File: src/lrubb_pkg.sv
package lrubb_pkg;

   localparam int KEY_W    = 24;
   localparam int TAG_W    = 16;
   localparam int BUDGET_W = 16;
   localparam int ACC_W    = 32;
   localparam int BYTES_W  = 36;
   localparam int COST_W   = 27;
   localparam logic [BUDGET_W-1:0] BUDGET_RESET = 16'd1024;

   typedef enum logic [1:0] {
      KIND_INSERT = 2'd0,
      KIND_GET    = 2'd1,
      KIND_EVICT  = 2'd2,
      KIND_NOP    = 2'd3
   } kind_type;

   typedef enum logic [1:0] {
      STAT_OK       = 2'd0,
      STAT_TOO_BIG  = 2'd1,
      STAT_NOT_FOUND = 2'd2,
      STAT_RSVD     = 2'd3
   } status_type;

   typedef enum logic [1:0] {
      SCAN_TAG    = 2'd0,
      SCAN_OLDEST = 2'd1,
      SCAN_FREE   = 2'd2,
      SCAN_NONE   = 2'd3
   } scan_mode_type;

   typedef struct packed {
      logic          ready;
      logic          scan_start;
      scan_mode_type scan_mode;
      logic          remove;
      logic          write;
      logic          get_upd;
      logic          emit;
      logic          emit_notice;
      status_type    emit_status;
      logic          emit_hit;
   } cmd_type;

   typedef struct packed {
      logic     req_fire;
      kind_type kind;
      logic     scan_done;
      logic     found;
      logic     out_free;
      logic     too_big;
      logic     over_budget;
      logic     empty;
      logic     full;
   } stat_type;

endpackage

File: src/lrubb_if.sv
interface lrubb_req_if;
   import lrubb_pkg::*;
   logic              valid;
   logic              ready;
   logic [1:0]        kind;
   logic [TAG_W-1:0]  tag;
   logic [KEY_W-1:0]  key_len;
   logic [KEY_W-1:0]  value_len;
   modport source (output valid, kind, tag, key_len, value_len, input ready);
   modport sink (input valid, kind, tag, key_len, value_len, output ready);
endinterface

interface lrubb_rsp_if;
   import lrubb_pkg::*;
   logic               valid;
   logic               ready;
   logic               is_notice;
   logic               last;
   logic [TAG_W-1:0]   tag_out;
   logic [1:0]         status;
   logic [KEY_W-1:0]   key_len_out;
   logic [KEY_W-1:0]   value_len_out;
   logic [ACC_W-1:0]   access_count_out;
   logic [BYTES_W-1:0] used_bytes;
   modport source (output valid, is_notice, last, tag_out, status, key_len_out,
                   value_len_out, access_count_out, used_bytes, input ready);
   modport sink (input valid, is_notice, last, tag_out, status, key_len_out,
                 value_len_out, access_count_out, used_bytes, output ready);
endinterface

File: src/lrubb_ctrl.sv
module lrubb_ctrl
   import lrubb_pkg::*;
(
   input  logic     clock,
   input  logic     reset,
   input  stat_type stat,
   output cmd_type  cmd
);

   typedef enum logic [3:0] {
      S_IDLE, S_INS_CHK, S_BUD_SCAN, S_BUD_REM, S_BUD_NOTE, S_INS_TAG, S_REPL_REM,
      S_FULL_SCAN, S_FULL_REM, S_FULL_NOTE, S_FREE_SCAN, S_WRITE, S_GET_SCAN,
      S_GET_UPD, S_EV_SCAN, S_FINAL
   } state_type;

   state_type  state_ff, state_in;
   status_type fstat_ff, fstat_in;
   logic       hit_ff, hit_in;
   logic       ev_ff, ev_in;

   always_comb begin
      state_in = state_ff;
      fstat_in = fstat_ff;
      hit_in   = hit_ff;
      ev_in    = ev_ff;
      cmd = '0;
      cmd.scan_mode   = SCAN_NONE;
      cmd.emit_status = STAT_OK;
      unique case (state_ff)
         S_IDLE: begin
            cmd.ready = 1'b1;
            if (stat.req_fire) begin
               fstat_in = STAT_OK;
               hit_in   = 1'b0;
               ev_in    = 1'b0;
               unique case (stat.kind)
                  KIND_INSERT: state_in = S_INS_CHK;
                  KIND_GET: begin
                     cmd.scan_start = 1'b1;
                     cmd.scan_mode  = SCAN_TAG;
                     state_in = S_GET_SCAN;
                  end
                  KIND_EVICT: begin
                     cmd.scan_start = 1'b1;
                     cmd.scan_mode  = SCAN_TAG;
                     state_in = S_EV_SCAN;
                  end
                  KIND_NOP: state_in = S_FINAL;
               endcase
            end
         end
         S_INS_CHK: begin
            priority if (stat.too_big) begin
               fstat_in = STAT_TOO_BIG;
               state_in = S_FINAL;
            end else if (stat.over_budget && !stat.empty) begin
               cmd.scan_start = 1'b1;
               cmd.scan_mode  = SCAN_OLDEST;
               state_in = S_BUD_SCAN;
            end else begin
               cmd.scan_start = 1'b1;
               cmd.scan_mode  = SCAN_TAG;
               state_in = S_INS_TAG;
            end
         end
         S_BUD_SCAN: if (stat.scan_done) state_in = S_BUD_REM;
         S_BUD_REM: begin
            cmd.remove = 1'b1;
            state_in = S_BUD_NOTE;
         end
         S_BUD_NOTE: if (stat.out_free) begin
            cmd.emit = 1'b1;
            cmd.emit_notice = 1'b1;
            state_in = S_INS_CHK;
         end
         S_INS_TAG: if (stat.scan_done) begin
            priority if (stat.found) state_in = S_REPL_REM;
            else if (stat.full) begin
               cmd.scan_start = 1'b1;
               cmd.scan_mode  = SCAN_OLDEST;
               state_in = S_FULL_SCAN;
            end else begin
               cmd.scan_start = 1'b1;
               cmd.scan_mode  = SCAN_FREE;
               state_in = S_FREE_SCAN;
            end
         end
         S_REPL_REM: begin
            cmd.remove = 1'b1;
            cmd.scan_start = 1'b1;
            cmd.scan_mode  = SCAN_FREE;
            state_in = S_FREE_SCAN;
         end
         S_FULL_SCAN: if (stat.scan_done) state_in = S_FULL_REM;
         S_FULL_REM: begin
            cmd.remove = 1'b1;
            state_in = S_FULL_NOTE;
         end
         S_FULL_NOTE: if (stat.out_free) begin
            cmd.emit = 1'b1;
            cmd.emit_notice = 1'b1;
            cmd.scan_start = 1'b1;
            cmd.scan_mode  = SCAN_FREE;
            state_in = S_FREE_SCAN;
         end
         S_FREE_SCAN: if (stat.scan_done) state_in = S_WRITE;
         S_WRITE: begin
            cmd.write = 1'b1;
            state_in = S_FINAL;
         end
         S_GET_SCAN: if (stat.scan_done) begin
            if (stat.found) state_in = S_GET_UPD;
            else begin
               fstat_in = STAT_NOT_FOUND;
               state_in = S_FINAL;
            end
         end
         S_GET_UPD: begin
            cmd.get_upd = 1'b1;
            hit_in = 1'b1;
            state_in = S_FINAL;
         end
         S_EV_SCAN: begin
            if (ev_ff) begin
               if (stat.out_free) begin
                  cmd.emit = 1'b1;
                  cmd.emit_notice = 1'b1;
                  state_in = S_FINAL;
               end
            end else if (stat.scan_done) begin
               if (stat.found) begin
                  cmd.remove = 1'b1;
                  ev_in = 1'b1;
               end else begin
                  fstat_in = STAT_NOT_FOUND;
                  state_in = S_FINAL;
               end
            end
         end
         S_FINAL: if (stat.out_free) begin
            cmd.emit = 1'b1;
            cmd.emit_status = fstat_ff;
            cmd.emit_hit = hit_ff;
            state_in = S_IDLE;
         end
         default: state_in = S_IDLE;
      endcase
   end

   always_ff @(posedge clock) begin
      if (reset) begin
         state_ff <= S_IDLE;
         fstat_ff <= STAT_OK;
         hit_ff   <= 1'b0;
         ev_ff    <= 1'b0;
      end else begin
         state_ff <= state_in;
         fstat_ff <= fstat_in;
         hit_ff   <= hit_in;
         ev_ff    <= ev_in;
      end
   end

endmodule

File: src/lrubb_dp.sv
module lrubb_dp
   import lrubb_pkg::*;
#(
   parameter int ENTRIES = 16
) (
   input  logic                clock,
   input  logic                reset,
   input  logic                csr_wr_en,
   input  logic [BUDGET_W-1:0] csr_wr_data,
   lrubb_req_if.sink           req_bus,
   lrubb_rsp_if.source         rsp_bus,
   input  cmd_type             cmd,
   output stat_type            stat
);

   localparam int IW = (ENTRIES > 1) ? $clog2(ENTRIES) : 1;
   localparam int CW = $clog2(ENTRIES + 1);

   logic [BUDGET_W-1:0] budget_ff;
   logic [TAG_W-1:0]    tag_ff;
   logic [KEY_W-1:0]    kl_ff, vl_ff;
   logic [BYTES_W-1:0]  bytes_ff;
   logic [CW-1:0]       count_ff;

   logic                valid_ff [ENTRIES];
   logic [TAG_W-1:0]    stag_ff  [ENTRIES];
   logic [KEY_W-1:0]    skl_ff   [ENTRIES];
   logic [KEY_W-1:0]    svl_ff   [ENTRIES];
   logic [ACC_W-1:0]    sacc_ff  [ENTRIES];
   logic [IW-1:0]       rank_ff  [ENTRIES];

   logic                scanning_ff, done_ff, found_ff;
   scan_mode_type       mode_ff;
   logic [IW-1:0]       idx_ff, sel_ff, sel_rank_ff;
   logic [TAG_W-1:0]    victim_ff;

   logic                rsp_valid_ff;
   logic                fire, out_free, scan_hit;
   logic [COST_W-1:0]   cost, sel_cost;
   logic [BYTES_W-1:0]  budget;
   logic [IW-1:0]       oldest_rank;

   assign fire     = req_bus.valid && req_bus.ready;
   assign out_free = !rsp_valid_ff || rsp_bus.ready;
   assign cost     = ({3'b0, kl_ff} + {3'b0, vl_ff}) << 2;
   assign sel_cost = ({3'b0, skl_ff[sel_ff]} + {3'b0, svl_ff[sel_ff]}) << 2;
   assign budget   = {budget_ff, 20'b0};
   assign oldest_rank = IW'(count_ff - CW'(1));

   always_comb begin
      unique case (mode_ff)
         SCAN_TAG:    scan_hit = valid_ff[idx_ff] && stag_ff[idx_ff] == tag_ff;
         SCAN_OLDEST: scan_hit = valid_ff[idx_ff] && rank_ff[idx_ff] == oldest_rank;
         SCAN_FREE:   scan_hit = !valid_ff[idx_ff];
         default:     scan_hit = 1'b0;
      endcase
   end

   assign req_bus.ready = cmd.ready;

   always_comb begin
      stat.req_fire    = fire;
      stat.kind        = kind_type'(req_bus.kind);
      stat.scan_done   = done_ff;
      stat.found       = found_ff;
      stat.out_free    = out_free;
      stat.too_big     = {9'b0, cost} > budget;
      stat.over_budget = ({1'b0, bytes_ff} + {10'b0, cost}) > {1'b0, budget};
      stat.empty       = count_ff == '0;
      stat.full        = count_ff == CW'(ENTRIES);
   end

   always_ff @(posedge clock) begin
      if (reset) begin
         budget_ff <= BUDGET_RESET;
      end else if (csr_wr_en) begin
         budget_ff <= csr_wr_data;
      end
   end

   always_ff @(posedge clock) begin
      if (fire) begin
         tag_ff    <= req_bus.tag;
         kl_ff     <= req_bus.key_len;
         vl_ff     <= req_bus.value_len;
      end
   end

   always_ff @(posedge clock) begin
      if (reset) begin
         scanning_ff <= 1'b0;
         done_ff     <= 1'b0;
         found_ff    <= 1'b0;
         mode_ff     <= SCAN_NONE;
         idx_ff      <= '0;
      end else begin
         done_ff <= 1'b0;
         if (cmd.scan_start) begin
            scanning_ff <= 1'b1;
            mode_ff     <= cmd.scan_mode;
            idx_ff      <= '0;
         end else if (scanning_ff) begin
            if (scan_hit) begin
               scanning_ff <= 1'b0;
               done_ff     <= 1'b1;
               found_ff    <= 1'b1;
            end else if (idx_ff == IW'(ENTRIES - 1)) begin
               scanning_ff <= 1'b0;
               done_ff     <= 1'b1;
               found_ff    <= 1'b0;
            end else begin
               idx_ff <= idx_ff + IW'(1);
            end
         end
      end
   end

   always_ff @(posedge clock) begin
      if (scanning_ff && scan_hit) begin
         sel_ff      <= idx_ff;
         sel_rank_ff <= rank_ff[idx_ff];
      end
      if (cmd.remove) begin
         victim_ff <= stag_ff[sel_ff];
      end
   end

   always_ff @(posedge clock) begin
      if (reset) begin
         bytes_ff <= '0;
         count_ff <= '0;
         for (int i = 0; i < ENTRIES; i++) valid_ff[i] <= 1'b0;
      end else begin
         if (cmd.remove) begin
            bytes_ff <= (bytes_ff >= {9'b0, sel_cost}) ? bytes_ff - {9'b0, sel_cost} : '0;
            count_ff <= count_ff - CW'(1);
            valid_ff[sel_ff] <= 1'b0;
         end else if (cmd.write) begin
            bytes_ff <= bytes_ff + {9'b0, cost};
            count_ff <= count_ff + CW'(1);
            valid_ff[sel_ff] <= 1'b1;
         end
      end
   end

   always_ff @(posedge clock) begin
      for (int i = 0; i < ENTRIES; i++) begin
         if (cmd.remove) begin
            if (valid_ff[i] && rank_ff[i] > sel_rank_ff) rank_ff[i] <= rank_ff[i] - IW'(1);
         end else if (cmd.write) begin
            if (IW'(i) == sel_ff) rank_ff[i] <= '0;
            else if (valid_ff[i]) rank_ff[i] <= rank_ff[i] + IW'(1);
         end else if (cmd.get_upd) begin
            if (IW'(i) == sel_ff) rank_ff[i] <= '0;
            else if (valid_ff[i] && rank_ff[i] < sel_rank_ff) rank_ff[i] <= rank_ff[i] + IW'(1);
         end
      end
      if (cmd.write) begin
         stag_ff[sel_ff] <= tag_ff;
         skl_ff[sel_ff]  <= kl_ff;
         svl_ff[sel_ff]  <= vl_ff;
         sacc_ff[sel_ff] <= '0;
      end else if (cmd.get_upd && sacc_ff[sel_ff] != '1) begin
         sacc_ff[sel_ff] <= sacc_ff[sel_ff] + ACC_W'(1);
      end
   end

   always_ff @(posedge clock) begin
      if (reset) begin
         rsp_valid_ff <= 1'b0;
      end else if (cmd.emit) begin
         rsp_valid_ff <= 1'b1;
      end else if (rsp_bus.ready) begin
         rsp_valid_ff <= 1'b0;
      end
   end

   always_ff @(posedge clock) begin
      if (cmd.emit) begin
         rsp_bus.is_notice        <= cmd.emit_notice;
         rsp_bus.last             <= !cmd.emit_notice;
         rsp_bus.tag_out          <= cmd.emit_notice ? victim_ff : tag_ff;
         rsp_bus.status           <= cmd.emit_status;
         rsp_bus.key_len_out      <= cmd.emit_hit ? skl_ff[sel_ff] : '0;
         rsp_bus.value_len_out    <= cmd.emit_hit ? svl_ff[sel_ff] : '0;
         rsp_bus.access_count_out <= cmd.emit_hit ? sacc_ff[sel_ff] : '0;
         rsp_bus.used_bytes       <= bytes_ff;
      end
   end

   assign rsp_bus.valid = rsp_valid_ff;

endmodule

File: src/lru_byte_budget_cache_directory.sv
// LRU directory of cache entries under a byte budget (csr_wr_data in MiB, reset 1024).
// Each request beat yields one or more response beats: eviction notices
// first, then one final beat with last set. Work is done by a controller
// that walks the slot table one slot per cycle in each tag, oldest or free
// slot search. A request beat is taken only while the controller is idle;
// a finished response may still wait in the output register.
module lru_byte_budget_cache_directory
   import lrubb_pkg::*;
#(
   parameter int ENTRIES = 16
) (
   input  logic                clock,
   input  logic                reset,
   input  logic                csr_wr_en,
   input  logic [BUDGET_W-1:0] csr_wr_data,
   lrubb_req_if.sink           req_bus,
   lrubb_rsp_if.source         rsp_bus
);

   cmd_type  cmd;
   stat_type stat;

   lrubb_ctrl u_ctrl (
      .clock (clock),
      .reset (reset),
      .stat  (stat),
      .cmd   (cmd)
   );

   lrubb_dp #(.ENTRIES(ENTRIES)) u_dp (
      .clock       (clock),
      .reset       (reset),
      .csr_wr_en   (csr_wr_en),
      .csr_wr_data (csr_wr_data),
      .req_bus     (req_bus),
      .rsp_bus     (rsp_bus),
      .cmd         (cmd),
      .stat        (stat)
   );

   a_one_at_a_time: assert property (@(posedge clock) disable iff (reset)
      req_bus.valid && req_bus.ready |=> !req_bus.ready)
      else $error("request beat taken while busy");

   a_notice_xor_last: assert property (@(posedge clock) disable iff (reset)
      rsp_bus.valid |-> rsp_bus.is_notice != rsp_bus.last)
      else $error("notice and last both set or both clear");

   a_notice_ok: assert property (@(posedge clock) disable iff (reset)
      rsp_bus.valid && rsp_bus.is_notice |-> rsp_bus.status == STAT_OK)
      else $error("notice carries error status");

   a_emit_free: assert property (@(posedge clock) disable iff (reset)
      cmd.emit |-> stat.out_free)
      else $error("response register overwritten");

endmodule

File: src/flat_wrapper.sv
// flat-port wrapper written by rule: the top's interface ports become plain ports
module lru_byte_budget_cache_directory_flat import lrubb_pkg::*;
#(
   parameter int ENTRIES = 16
)
  (clock, reset, csr_wr_en, csr_wr_data, req_bus_valid, req_bus_kind, req_bus_tag, req_bus_key_len, req_bus_value_len, req_bus_ready, rsp_bus_valid, rsp_bus_is_notice, rsp_bus_last, rsp_bus_tag_out, rsp_bus_status, rsp_bus_key_len_out, rsp_bus_value_len_out, rsp_bus_access_count_out, rsp_bus_used_bytes, rsp_bus_ready);
  lrubb_req_if req_bus_i ();
  lrubb_rsp_if rsp_bus_i ();
  input  logic clock;
  input  logic reset;
  input  logic csr_wr_en;
  input  logic [BUDGET_W-1:0] csr_wr_data;
  input wire logic [$bits(req_bus_i.valid)-1:0] req_bus_valid;
  input wire logic [$bits(req_bus_i.kind)-1:0] req_bus_kind;
  input wire logic [$bits(req_bus_i.tag)-1:0] req_bus_tag;
  input wire logic [$bits(req_bus_i.key_len)-1:0] req_bus_key_len;
  input wire logic [$bits(req_bus_i.value_len)-1:0] req_bus_value_len;
  output wire logic [$bits(req_bus_i.ready)-1:0] req_bus_ready;
  output wire logic [$bits(rsp_bus_i.valid)-1:0] rsp_bus_valid;
  output wire logic [$bits(rsp_bus_i.is_notice)-1:0] rsp_bus_is_notice;
  output wire logic [$bits(rsp_bus_i.last)-1:0] rsp_bus_last;
  output wire logic [$bits(rsp_bus_i.tag_out)-1:0] rsp_bus_tag_out;
  output wire logic [$bits(rsp_bus_i.status)-1:0] rsp_bus_status;
  output wire logic [$bits(rsp_bus_i.key_len_out)-1:0] rsp_bus_key_len_out;
  output wire logic [$bits(rsp_bus_i.value_len_out)-1:0] rsp_bus_value_len_out;
  output wire logic [$bits(rsp_bus_i.access_count_out)-1:0] rsp_bus_access_count_out;
  output wire logic [$bits(rsp_bus_i.used_bytes)-1:0] rsp_bus_used_bytes;
  input wire logic [$bits(rsp_bus_i.ready)-1:0] rsp_bus_ready;
  assign req_bus_i.valid = req_bus_valid;
  assign req_bus_i.kind = req_bus_kind;
  assign req_bus_i.tag = req_bus_tag;
  assign req_bus_i.key_len = req_bus_key_len;
  assign req_bus_i.value_len = req_bus_value_len;
  assign req_bus_ready = req_bus_i.ready;
  assign rsp_bus_valid = rsp_bus_i.valid;
  assign rsp_bus_is_notice = rsp_bus_i.is_notice;
  assign rsp_bus_last = rsp_bus_i.last;
  assign rsp_bus_tag_out = rsp_bus_i.tag_out;
  assign rsp_bus_status = rsp_bus_i.status;
  assign rsp_bus_key_len_out = rsp_bus_i.key_len_out;
  assign rsp_bus_value_len_out = rsp_bus_i.value_len_out;
  assign rsp_bus_access_count_out = rsp_bus_i.access_count_out;
  assign rsp_bus_used_bytes = rsp_bus_i.used_bytes;
  assign rsp_bus_i.ready = rsp_bus_ready;
  lru_byte_budget_cache_directory #(.ENTRIES(ENTRIES)) u_core (.clock(clock), .reset(reset), .csr_wr_en(csr_wr_en), .csr_wr_data(csr_wr_data), .req_bus(req_bus_i), .rsp_bus(rsp_bus_i));
endmodule
File: config.mk
export PLATFORM = sky130hd
export DESIGN_NAME = lru_byte_budget_cache_directory_flat
export DESIGN_NICKNAME = d
export VERILOG_FILES = /design/src/lrubb_pkg.sv /design/src/lrubb_if.sv /design/src/lrubb_ctrl.sv /design/src/lrubb_dp.sv /design/src/lru_byte_budget_cache_directory.sv /design/src/flat_wrapper.sv
export SDC_FILE = /design/constraint.sdc
export NUM_CORES = 2
export LEC_CHECK = 0
export BUFFER_PORTS_ARGS = -buffer_cell sky130_fd_sc_hd__buf_4
export CAP_MARGIN = 20
export CORE_AREA = 2 2 466 468
export CTS_CLUSTER_DIAMETER = 200
export DETAILED_ROUTE_END_ITERATION = 10
export DIE_AREA = 0 0 468 470
export GPL_TIMING_DRIVEN = 0
export SYNTH_ARGS = -nofsm -noshare
export SYNTH_HDL_FRONTEND = slang
export SYNTH_HIERARCHICAL = 1
export SYNTH_SLANG_ARGS = --single-unit
export TNS_END_PERCENT = 100
File: constraint.sdc
create_clock -name clock -period 29 [get_ports clock]
set_input_delay 2.9 -clock clock [delete_from_list [all_inputs] [get_ports clock]]
set_output_delay 2.9 -clock clock [all_outputs]
set_load 0.01 [all_outputs]
# After elaboration in Yosys (flattened, before gate mapping)

Memories as Yosys holds them, arrays and structs flattened. A register that Yosys moved wholly into a read port is not among the register bits.
Index checks and enable logic that the tools add are counted.

Bits in registers: 283
Bits in latches: 0
RAM bits: 1616
Memory bits (read-only): 0
Input bits: 87
Output and inout bits: 138
Logic and storage cells: 813
Memories kept: 6

$add $sub $neg: 41
$mul: 0
Divide/modulo/power cells: 0
Magnitude comparators: 35
Equal/unequal tests: 54
Shift operators: 0
Muxes and demuxes: 513
Bitwise gates (word level): 70
Reductions and logical operators: 68

Memories:

| memory               | depth | bits a word | read ports | clocked after Yosys merged registers in | wr ports | line           | RTL |
|---|---|---|---|---|---|---|---|
| u_core.u_dp.sacc_ff  | 16    | 32          | 1          | 1                                       | 1        | lrubb_dp.sv:29 | `logic [ACC_W-1:0] sacc_ff [ENTRIES];` |
| u_core.u_dp.skl_ff   | 16    | 24          | 1          | 1                                       | 1        | lrubb_dp.sv:27 | `logic [KEY_W-1:0] skl_ff [ENTRIES];` |
| u_core.u_dp.svl_ff   | 16    | 24          | 1          | 1                                       | 1        | lrubb_dp.sv:28 | `logic [KEY_W-1:0] svl_ff [ENTRIES];` |
| u_core.u_dp.stag_ff  | 16    | 16          | 2          | 2                                       | 1        | lrubb_dp.sv:26 | `logic [TAG_W-1:0] stag_ff [ENTRIES];` |
| u_core.u_dp.rank_ff  | 16    | 4           | 17         | 1                                       | 16       | lrubb_dp.sv:30 | `logic [IW-1:0] rank_ff [ENTRIES];` |
| u_core.u_dp.valid_ff | 16    | 1           | 17         | 1                                       | 16       | lrubb_dp.sv:25 | `logic valid_ff [ENTRIES];` |

Operators by type and width:

| cell                                                                | count |
|---|---|
| 1-bit 2-to-1 mux                                                    | 390 |
| 4-bit 2-to-1 mux                                                    | 90 |
| 36-bit 2-to-1 mux                                                   | 3 |
| 4-bit by 1-bit adder with 4-bit output (second input constant)      | 17 |
| 1-bit OR                                                            | 66 |
| 4-bit greater-than comparator                                       | 16 |
| 4-bit < comparator                                                  | 16 |
| 4-bit by 1-bit subtractor with 4-bit output (second input constant) | 16 |
| 4-bit case mux with 15 select lines                                 | 1 |
| 24-bit by 24-bit adder with 25-bit output                           | 2 |
| 1-bit logical AND                                                   | 38 |
| 36-bit by 27-bit adder with 37-bit output                           | 1 |
| 37-bit by 36-bit greater-than comparator with 1-bit output          | 1 |
| 36-bit by 27-bit adder with 36-bit output                           | 1 |
| 4-bit equality test (second input constant)                         | 9 |
| 36-bit by 27-bit greater-or-equal comparator with 1-bit output      | 1 |
| 27-bit by 36-bit greater-than comparator with 1-bit output          | 1 |
| 36-bit by 27-bit subtractor with 36-bit output                      | 1 |
| 32-bit by 1-bit adder with 32-bit output (second input constant)    | 1 |
| 4-bit equality test (first input constant)                          | 8 |
| 32-bit 2-to-1 mux                                                   | 1 |
| 32-bit != test (second input constant)                              | 1 |
| 3-bit 2-to-1 mux                                                    | 7 |
| 2-bit != test (second input constant)                               | 10 |
| other kinds (38)                                                    | 83 |

# Logic depth before layout (Yosys ltp)

Depth after elaboration: 10
Depth in mapped cells: 40
Mapped depth without buffers: 39

# Modules after synthesis

Netlist, hierarchy kept.

Modules (own cells, without submodules):

| module     | instances | cells each | area each (µm²) |
|---|---|---|---|
| lrubb_dp   | 1         | 4758       | 84433.5 |
| lrubb_ctrl | 1         | 147        | 1042.2 |

# Worst setup path before layout

No wires, ideal clock.

Path type: in2reg
Start: input rsp_bus_ready
End: register u_core/u_dp/rsp_bus.access_count_out[0] (netlist bit) (read register of u_core.u_dp.sacc_ff), enable pin
Setup time: 0.834 ns
Arrival time: 12.856 ns
Data required time: 28.166 ns
Path slack: 15.310 ns
Stages: 3
Buffers on the path: 1
Cells stage by stage: nand2b_1 buf_4 a21boi_0

RTL lines:

| element            | line               | RTL |
|---|---|---|
| start: declaration | flat_wrapper.sv:28 | `input wire logic [$bits(rsp_bus_i.ready)-1:0] rsp_bus_ready;` |
| end: declaration   | lrubb_if.sv:26     | `value_len_out, access_count_out, used_bytes, input ready);` |

==> results.sh <==
export IMPL_nets=5738
export IMPL_slew_headroom_pct=16.6
export IMPL_antenna_found_initial=10
export IMPL_dp_hpwl_mm=174
export IMPL_die_height_um=470
export IMPL_routedWlPerCell_um=29.9
export IMPL_yosysWarnings=6
export IMPL_gp_congestion=0.930
export IMPL_postCtsHoldBufs=0
export IMPL_synth_cells=4905
export IMPL_drive_gt1_share_pct=24.4
export IMPL_crit_path_max_incr_delay_ns=0.94
export IMPL_synth_seq_area_share_pct=66.5
export IMPL_dp_slack_ns=17.47
export IMPL_die_width_um=468
export IMPL_reg2reg_setup_slack_ns=17.16
export IMPL_cts_tree="built"
export IMPL_required_ns=29.71
export IMPL_yosysTopAreaCell="edfxtp_1"
export IMPL_overflow=0
export IMPL_powerDensity_nw_per_um2=77.5
export IMPL_area_growth_pct=16.4
export IMPL_endpoint_kind="flip-flop"
export IMPL_synth_edff_count=1838
export IMPL_setup_viol=0
export IMPL_synthTopCellsByArea="edfxtp_1 65%, mux4_2 15%, ha_1 3.3%"
export IMPL_clock_latency_ns=0.87
export IMPL_cts_resized=0
export IMPL_cts_sinks=1919
export IMPL_path_class="flip-flop to flip-flop"
export IMPL_tightest_slew_ns=1.25
export IMPL_grt_max_degree=35
export IMPL_root_buffer="clkbuf_16"
export IMPL_vias_per_cell=5.89
export IMPL_hold_class="flip-flop to flip-flop"
export IMPL_start_util_pct=39.6
export IMPL_yosys_area_top_type_share_pct=64.6
export IMPL_final_hold_violation_count=0
export IMPL_crit_slowest_cell="clkbuf_1"
export IMPL_dr_total_vias=49700
export IMPL_n_fill_cell=18400
export IMPL_p_leak_nw=31.8
export IMPL_numPortBuffers=219
export IMPL_multi_input_area_um2=27300
export IMPL_design_core_area_um2=216000
export IMPL_setup_worst_path_start_class="flip-flop"
export IMPL_rsz0062_at_grt="false"
export IMPL_grt_pass1_wl_mm=357
export IMPL_place_area_um2=92900
export IMPL_synth_avg_cell_area_um2=17.4
export IMPL_postCtsSetupBuffers=0
export IMPL_hold_path_startpoint="u_core/u_dp/bytes_ff[33]$_SDFFE_PP0N_"
export IMPL_setup_ws_ns=17.16
export IMPL_tns_ns=0
export IMPL_min_period_ns=11.84
export IMPL_arrival_ns=12.55
export IMPL_finalCritPeriodShare_pct=40.8
export IMPL_grt_usage_pct=22.7
export IMPL_wl_mm=253
export IMPL_drv_cap=0
export IMPL_slew_violations=0
export IMPL_cts_max_path_buffers=3
export IMPL_grt_pass1_vias=48500
export IMPL_crit_fanout=10
export IMPL_htree_levels=4
export IMPL_final_cell_area_um2=99500
export IMPL_drt_iter0_drc=5978
export IMPL_postSynth_asyncResetShare_pct=0
export IMPL_synth_distinct_cells=103
export IMPL_register_area_um2=56800
export IMPL_cts_made_buffers=198
export IMPL_total_power_mw=7.71
export IMPL_ys_seq_elements=1919
export IMPL_rows=171
export IMPL_dieArea_um2=220000
export IMPL_synthFlopType="edfxtp_1"
export IMPL_first_pass_iters=5
export IMPL_drcViolationCount=0
export IMPL_max_freq_mhz=84.4
export IMPL_ios=225
export IMPL_ir_drop_mv=0.0868
export IMPL_worst_clock_skew_ns=0.0518
export IMPL_syn_area_um2=85500
export IMPL_path_clk_slew_ns=0.06
export IMPL_outcome="completed"
export IMPL_postRouteAntennaNets=0
[per-stage QoR]
step / hold WS [ns] / utilization, % / std cells
after floorplan: 0.406 / - / 4906
after global placement: 0.415 / 42.1 / 7979
after detailed placement: 0.429 / 43.1 / 8070
after CTS: 0.444 / 46.1 / 8439
after global routing: 0.453 / 46.1 / 8444
final: 0.438 / 46.1 / 8445
[final cells by class]
| class | count | share of cell area [%] |
|---|---|---|
| flip-flops and latches | 1919 | 57.1 |
| multi-input cells | 2651 | 27.5 |
| clock buffers | 236 | 5.21 |
| repair buffers | 314 | 3.63 |
| well taps | 2854 | 3.59 |
| clock inverters | 133 | 1.33 |
| plain buffers | 221 | 1.21 |
| inverters | 115 | 0.434 |
| diodes | 2 | 0.00503 |
[worst paths after layout]
kind	to	cells after the start
hold reg to reg	u_core/u_dp/rsp_bus.used_bytes[33]$_DFFE_PP_	0
setup reg to reg	u_core/u_dp/bytes_ff[29]$_SDFFE_PP0N_	30
setup / recovery	u_core/u_dp/bytes_ff[29]$_SDFFE_PP0N_	30
hold / removal	u_core/u_dp/rsp_bus.used_bytes[33]$_DFFE_PP_	0
[synth_stat cells (24+ instances only)]
cell type / n
buf_2: 57
nor3_1: 65
o21a_1: 43
nor2_1: 281
mux4_2: 553
clkbuf_1: 86
and3_1: 29
mux2_2: 29
and2_1: 91
buf_1: 33
inv_1: 114
a21o_1: 50
o21ai_0: 146
xnor2_1: 96
nand2_1: 159
nand3_1: 71
xor2_1: 83
edfxtp_1: 1838
nand4_1: 49
mux2i_1: 78
a21oi_1: 163
ha_1: 227
dfxtp_1: 81
nand2b_1: 41
a31oi_1: 24
nor2b_1: 49
[layer usage]
metal / track usage [%] / part of all wire (%)
met1: 31.3 / 41
met2: 35.7 / 47
met3: 4.15 / 7.9
met4: 8.92 / 4.3
met5: 0 / 0.011
[cells in the final DEF (no fill, tap or decap), types with 18 or more instances in the layout]
cell,instances
and2_1,90
a21oi_1,163
mux4_2,553
nand4_1,49
inv_1,114
xor2_1,83
buf_2,59
buf_6,19
clkinv_2,39
clkbuf_1,118
buf_1,31
o22ai_1,19
o21a_1,43
a22oi_1,21
a21o_1,50
mux2i_1,78
xnor2_1,96
nand2_1,159
dfxtp_1,81
edfxtp_1,1838
o21ai_0,146
a221oi_1,18
mux2_2,29
nor2_1,249
clkinv_1,48
nand3_1,71
ha_1,227
buf_12,69
and3_1,29
nor2_4,33
buf_4,240
o221ai_1,19
clkbuf_16,200
nor3_1,65
a31oi_1,24
nand2b_1,41
nor2b_1,49
[registers in the layout, summed over array words and instances (netlist names), 32 cells and up, named ones only]
register and count:
u_core/u_dp/bytes_ff 34, u_core/u_dp/rank_ff 64, u_core/u_dp/rsp_bus.access_count_out 32, u_core/u_dp/rsp_bus.used_bytes 34
u_core/u_dp/sacc_ff 512, u_core/u_dp/skl_ff 384, u_core/u_dp/stag_ff 256, u_core/u_dp/svl_ff 384
[cell families after synthesis]
group | after synthesis | share of synthesized area, %
flip-flops | 1919 | 66.5
buffers and inverters | 336 | 1.91
AND/OR/NAND/NOR | 931 | 5.50
adder cells (fa/ha/maj) | 231 | 3.42
XOR/XNOR | 179 | 1.83
other | 1 | 0.00439
multiplexers | 665 | 15.9
AO/OA/AOI/OAI | 643 | 4.93
[where the power goes]
part	internal (mW)	total [mW]	switching (mW)
clock network	1.44	2.55	1.11
registers	3.29	3.52	0.223
logic	0.653	1.65	0.997
total	5.38	7.71	2.33
[worst max-delay path: cells and delay by family (launching register included)]
family / cells / cell delay (ns)
compound gates: 14 / 4.65
xor+xnor: 1 / 0.27
fa+ha+maj: 2 / 0.77
buf+inv: 8 / 3.56
flops: 1 / 0.48
mux: 2 / 1.07
simple gates: 3 / 0.86
(Power assumes the default switching activity.)
